===== src/sv/cpwm_ram.sv =====
`default_nettype none
module cpwm_ram #(
    parameter int WIDTH = 8,
    parameter int DEPTH = 16
) (
    input  wire logic                     i_clk,
    input  wire logic                     i_we,
    input  wire logic [$clog2(DEPTH)-1:0] i_waddr,
    input  wire logic [WIDTH-1:0]         i_wdata,
    input  wire logic [$clog2(DEPTH)-1:0] i_raddr,
    output logic      [WIDTH-1:0]         o_rdata
);
    logic [WIDTH-1:0] r_mem [DEPTH];
    always_ff @(posedge i_clk) begin
        if (i_we) begin
            r_mem[i_waddr] <= i_wdata;
        end
        o_rdata <= r_mem[i_raddr];
    end
endmodule
`default_nettype wire


===== config.mk =====
export PLATFORM = sky130hd
export DESIGN_NAME = cpwm_ram
export DESIGN_NICKNAME = d
export VERILOG_FILES = /design/src/sv/cpwm_ram.sv
export SDC_FILE = /design/constraint.sdc
export NUM_CORES = 1
export LEC_CHECK = 0
export BUFFER_PORTS_ARGS = -buffer_cell sky130_fd_sc_hd__buf_2
export CORE_ASPECT_RATIO = 1.2
export CORE_MARGIN = 2
export CORE_UTILIZATION = 55
export CTS_BUF_LIST = sky130_fd_sc_hd__clkbuf_16
export DETAILED_ROUTE_END_ITERATION = 8
export PLACE_DENSITY = 0.73
export RECOVER_POWER = 50
export SETUP_SLACK_MARGIN = 0.02
export SLEW_MARGIN = 20
export SYNTH_ARGS = -nofsm -noshare
export SYNTH_HDL_FRONTEND = slang
export SYNTH_SLANG_ARGS = --single-unit

===== constraint.sdc =====
create_clock -name i_clk -period 4.3 [get_ports i_clk]
set_input_delay 0 -clock i_clk [delete_from_list [all_inputs] [get_ports i_clk]]
set_output_delay 0 -clock i_clk [all_outputs]
set_load 0.05 [all_outputs]

After elaboration in Yosys (flattened, before gate mapping)
Memory sizes are Yosys's and may differ from the RTL's. A register that Yosys moved wholly into a read port is not among the register bits.
Index checks and enable logic that the tools add are counted.
{"block": "word_totals", "input_bits": 18, "n_memories": 1, "mem_bits_rw": 128, "out_inout_bits": 8, "wordCells": 3, "register_bits": 0}
{"block": "classes", "muxes": 2}
{"name": "r_mem", "depth": 16, "width": 8, "rd": 1, "rd_clocked_by_memory_dff": 1, "wr": 1, "line_no": "13", "text": "logic [WIDTH-1:0] r_mem [DEPTH];"}
{"cell": "$mux 1", "n": 2}

Longest topological paths before layout
{"block": "depth", "word_depth": 2, "depth_mapped": 5, "ltp_nobuf": 3}

Worst setup path after synthesis
Ideal clock, no wire load.
{"block": "synth_timing", "path_type": "input -> register", "startpoint": "input i_waddr[2]", "endpoint": "memory r_mem[0][0], enable pin", "cell_stages": 2, "arrival_ns": 1.110, "slack_ns": 2.807, "t_required_ns": 3.917, "setup_time_ns": 0.383, "path_buffers": 0, "path_cell_list": "or3b_2 -> nor3_1"}
{"item": "start: declaration", "line_no": "8", "text": "input wire logic [$clog2(DEPTH)-1:0] i_waddr,"}
{"item": "end: declaration", "line_no": "13"}
Straight into the memory's write port.

==> flow_summary.toml <==
[clocking]
clk_pin_slew_ns = 0.06
cts_num_sinks = 136
worst_skew_pair.late_latency_ns = 0.41
post_cts_buffers = 0
cts_tree = "done"
cts-root-buf = "clkbuf_16"
h-tree-depth = 4
clk_path_buf_depth = 2
ctsHoldBuffers = 8
cts_resized = 0
cts_buffers = 17

[power]
total_power_mw = 3.00
intPower_mw = 2.38
switching_share_pct = 20.7
irDropWorstVdd_uv = 423
p_seq_share_pct = 49.7
power_density_nw_per_um2 = 501
p_leak_nw = 1.98
clkPwrFrac_pct = 44.8
switchingPower_uw = 621
pwr-share-comb_pct = 5.4

[sta]
finalHoldViolations = 0
fin_setup_tns_ns = 0
rsz0062_at_grt = "false"
finalSetupViolations = 0
holdWs_ns = 0.0859
slew_headroom_pct = 36.3
maxSlewViolCount = 0
clock_skew_ns = 0.00585
timing.final.crit_share_pct = 33.5
worst_slew_pin_slew_ns = 0.952
period_minus_slack_ns = 1.44
max_freq_mhz = 695

[global_route]
track_usage_pct = 20.3
grt_max_degree = 33
grt_pass1_wl_mm = 13.9
grt-ovfl-total = 0
first_global_vias = 2385
grt_antenna_before_repair = 0

[setup_path]
critPathKind = "flip-flop to flip-flop"
cp_max_fo = 1
arrival_ns = 1.72
required_ns = 4.58
r2r-end = "o_rdata[4]"
reg2regPathDepth = 3
r2r_start = "r_mem[9][4]"
crit_path_start_kind = "flip-flop"
rrSetupSlack_ns = 2.86
endpoint_kind = "flip-flop"

[logic_synthesis]
yosys_warnings = 0
synthCells = 229
synth_cell_types = 19
synth-compound-area-share_pct = 2.33
synth_top_area_share_pct = 74.7
synth_top_family_by_area = "multiplexers"
synth.avg_cell_area_um2 = 22.5
netlist_top_cells_area = "edfxtp_1 75%, mux4_2 7.9%, mux4_1 7.1%"
synth-xor-area-share_pct = 0
synthMuxAreaShare_pct = 15.0
ys_seq_area_share_pct = 77.8
ys_ff_latch = 136
synth_fa_ha_area_share_pct = 0
synth_area_leader_cell = "edfxtp_1"
synth_area_um2 = 5150
yosys.area_share.simple_pct = 3.18
syn_nets = 247

[final_layout]
antenna_cells = 0
nNetsFinal = 291
fillers = 609
final_layout_size_suffix_gt1_share_pct = 23.4
layout_commonest_cell = "edfxtp_1"
syn_to_final_growth_pct = 16.4
layout_common_cells = "128 x edfxtp_1, 18 x mux4_2, 17 x clkbuf_16"
seq_area_um2 = 4000
multi_input_area_um2 = 1070

[detailed_routing]
drt_iter0_markers = 288
via_per_inst = 5.91
drt-total-wl_mm = 9.25
dr_total_vias = 2398
first_pass_iters = 4
wire_per_inst_um = 22.8
postRouteAntennaNets = 0
drc_errors = 0

[status]
outcome = "completed"

[floorplan]
start_util_pct = 56.7
core_area_um2 = 9080
die_x_um = 92.3
top_level_ports = 26
die_h_um = 110
die-area_um2 = 10200
fp-row-count = 38

[min_path]
min_from = "i_waddr[0]"
min_path_cells = 2
hold_path_class = "input pin to flip-flop"
hold_end = "r_mem[0][0]"

[place]
port_buffers = 25
place.gp.congestion = 0.733
dpl.hpwl_mm = 5.69

[flow_run]
cap_violations = 0
worst max-delay path: stages (launching register included):
cell,delay (ns)
edfxtp_1,0.36
mux4_1,0.51
a22oi_1,0.35
nand2_1,0.09
logic make-up (layout without fill, tap and decap cells):
kind of cell	Yosys count	after routing
AO/OA/AOI/OAI	16	16
AND/OR/NAND/NOR	35	35
multiplexers	32	32
buffers and inverters	10	67
flip-flops	136	136
how the worst max path moves through the flow:
stage                startpoint     endpoint
CTS                  i_raddr[0]   o_rdata[4]
detailed placement   i_raddr[0]   o_rdata[4]
global route        r_mem[9][4]   o_rdata[4]
finish              r_mem[9][4]   o_rdata[4]
global placement     i_waddr[2]  r_mem[0][2]
floorplan            i_waddr[2]  r_mem[0][0]
power groups by stage:
stage / Sequential, mW / Clock (mW) / Combinational, mW
final: 1.49 / 1.35 / 0.163
after global routing: 1.50 / 1.42 / 0.174
after CTS: 1.49 / 1.36 / 0.166
after detailed placement: 1.52 / 0 / 0.159
after global placement: 1.52 / 0 / 0.155
after floorplan: 1.55 / 0 / 0.0752
sequential cells by signal, indices dropped and copies added, names as in the netlist:
signal and count:
r_mem 128, o_rdata 8
through the flow:
step / instance area, um2 / util [%] / worst slack [ns] / std cells
after floorplan: 5150 / - / 2.81 / 229
after global placement: 5360 / 59.0 / 2.23 / 366
after detailed placement: 5360 / 59.0 / 2.25 / 366
after CTS: 6010 / 66.1 / 2.70 / 406
after global routing: 5990 / 66.0 / 2.85 / 406
final: 5990 / 66.0 / 2.86 / 406
layer usage:
metal  vias up  GRT usage, %  routed length, um
met2        86          32.2               4710
li1       1061             -                  -
met4         0          8.96                159
met5         -             0                  0
met1      1233          26.8               3970
met3        18          5.64                404
cell usage after synthesis:
library cell and number:
nor2b_1 1, nor3_1 4, or3b_2 1, a22oi_1 16, nand3b_1 2, clkdlybuf4s25_2 3, mux4_1 14, nand2b_1 2
mux4_2 18, nand2_1 9, and2_1 1, buf_4 1, nor2_1 13, nand3_1 1, dfxtp_1 8, and2b_1 1
edfxtp_1 128, buf_2 3, buf_6 3
layout make-up:
cell class	count	share of cell area (%)
clock inverters	15	2.32
repair buffers	35	3.47
well taps	120	2.51
clock buffers	17	7.10
flip-flops and latches	136	66.8
multi-input cells	83	17.8
No activity file was read; power rests on OpenSTA's default activity.
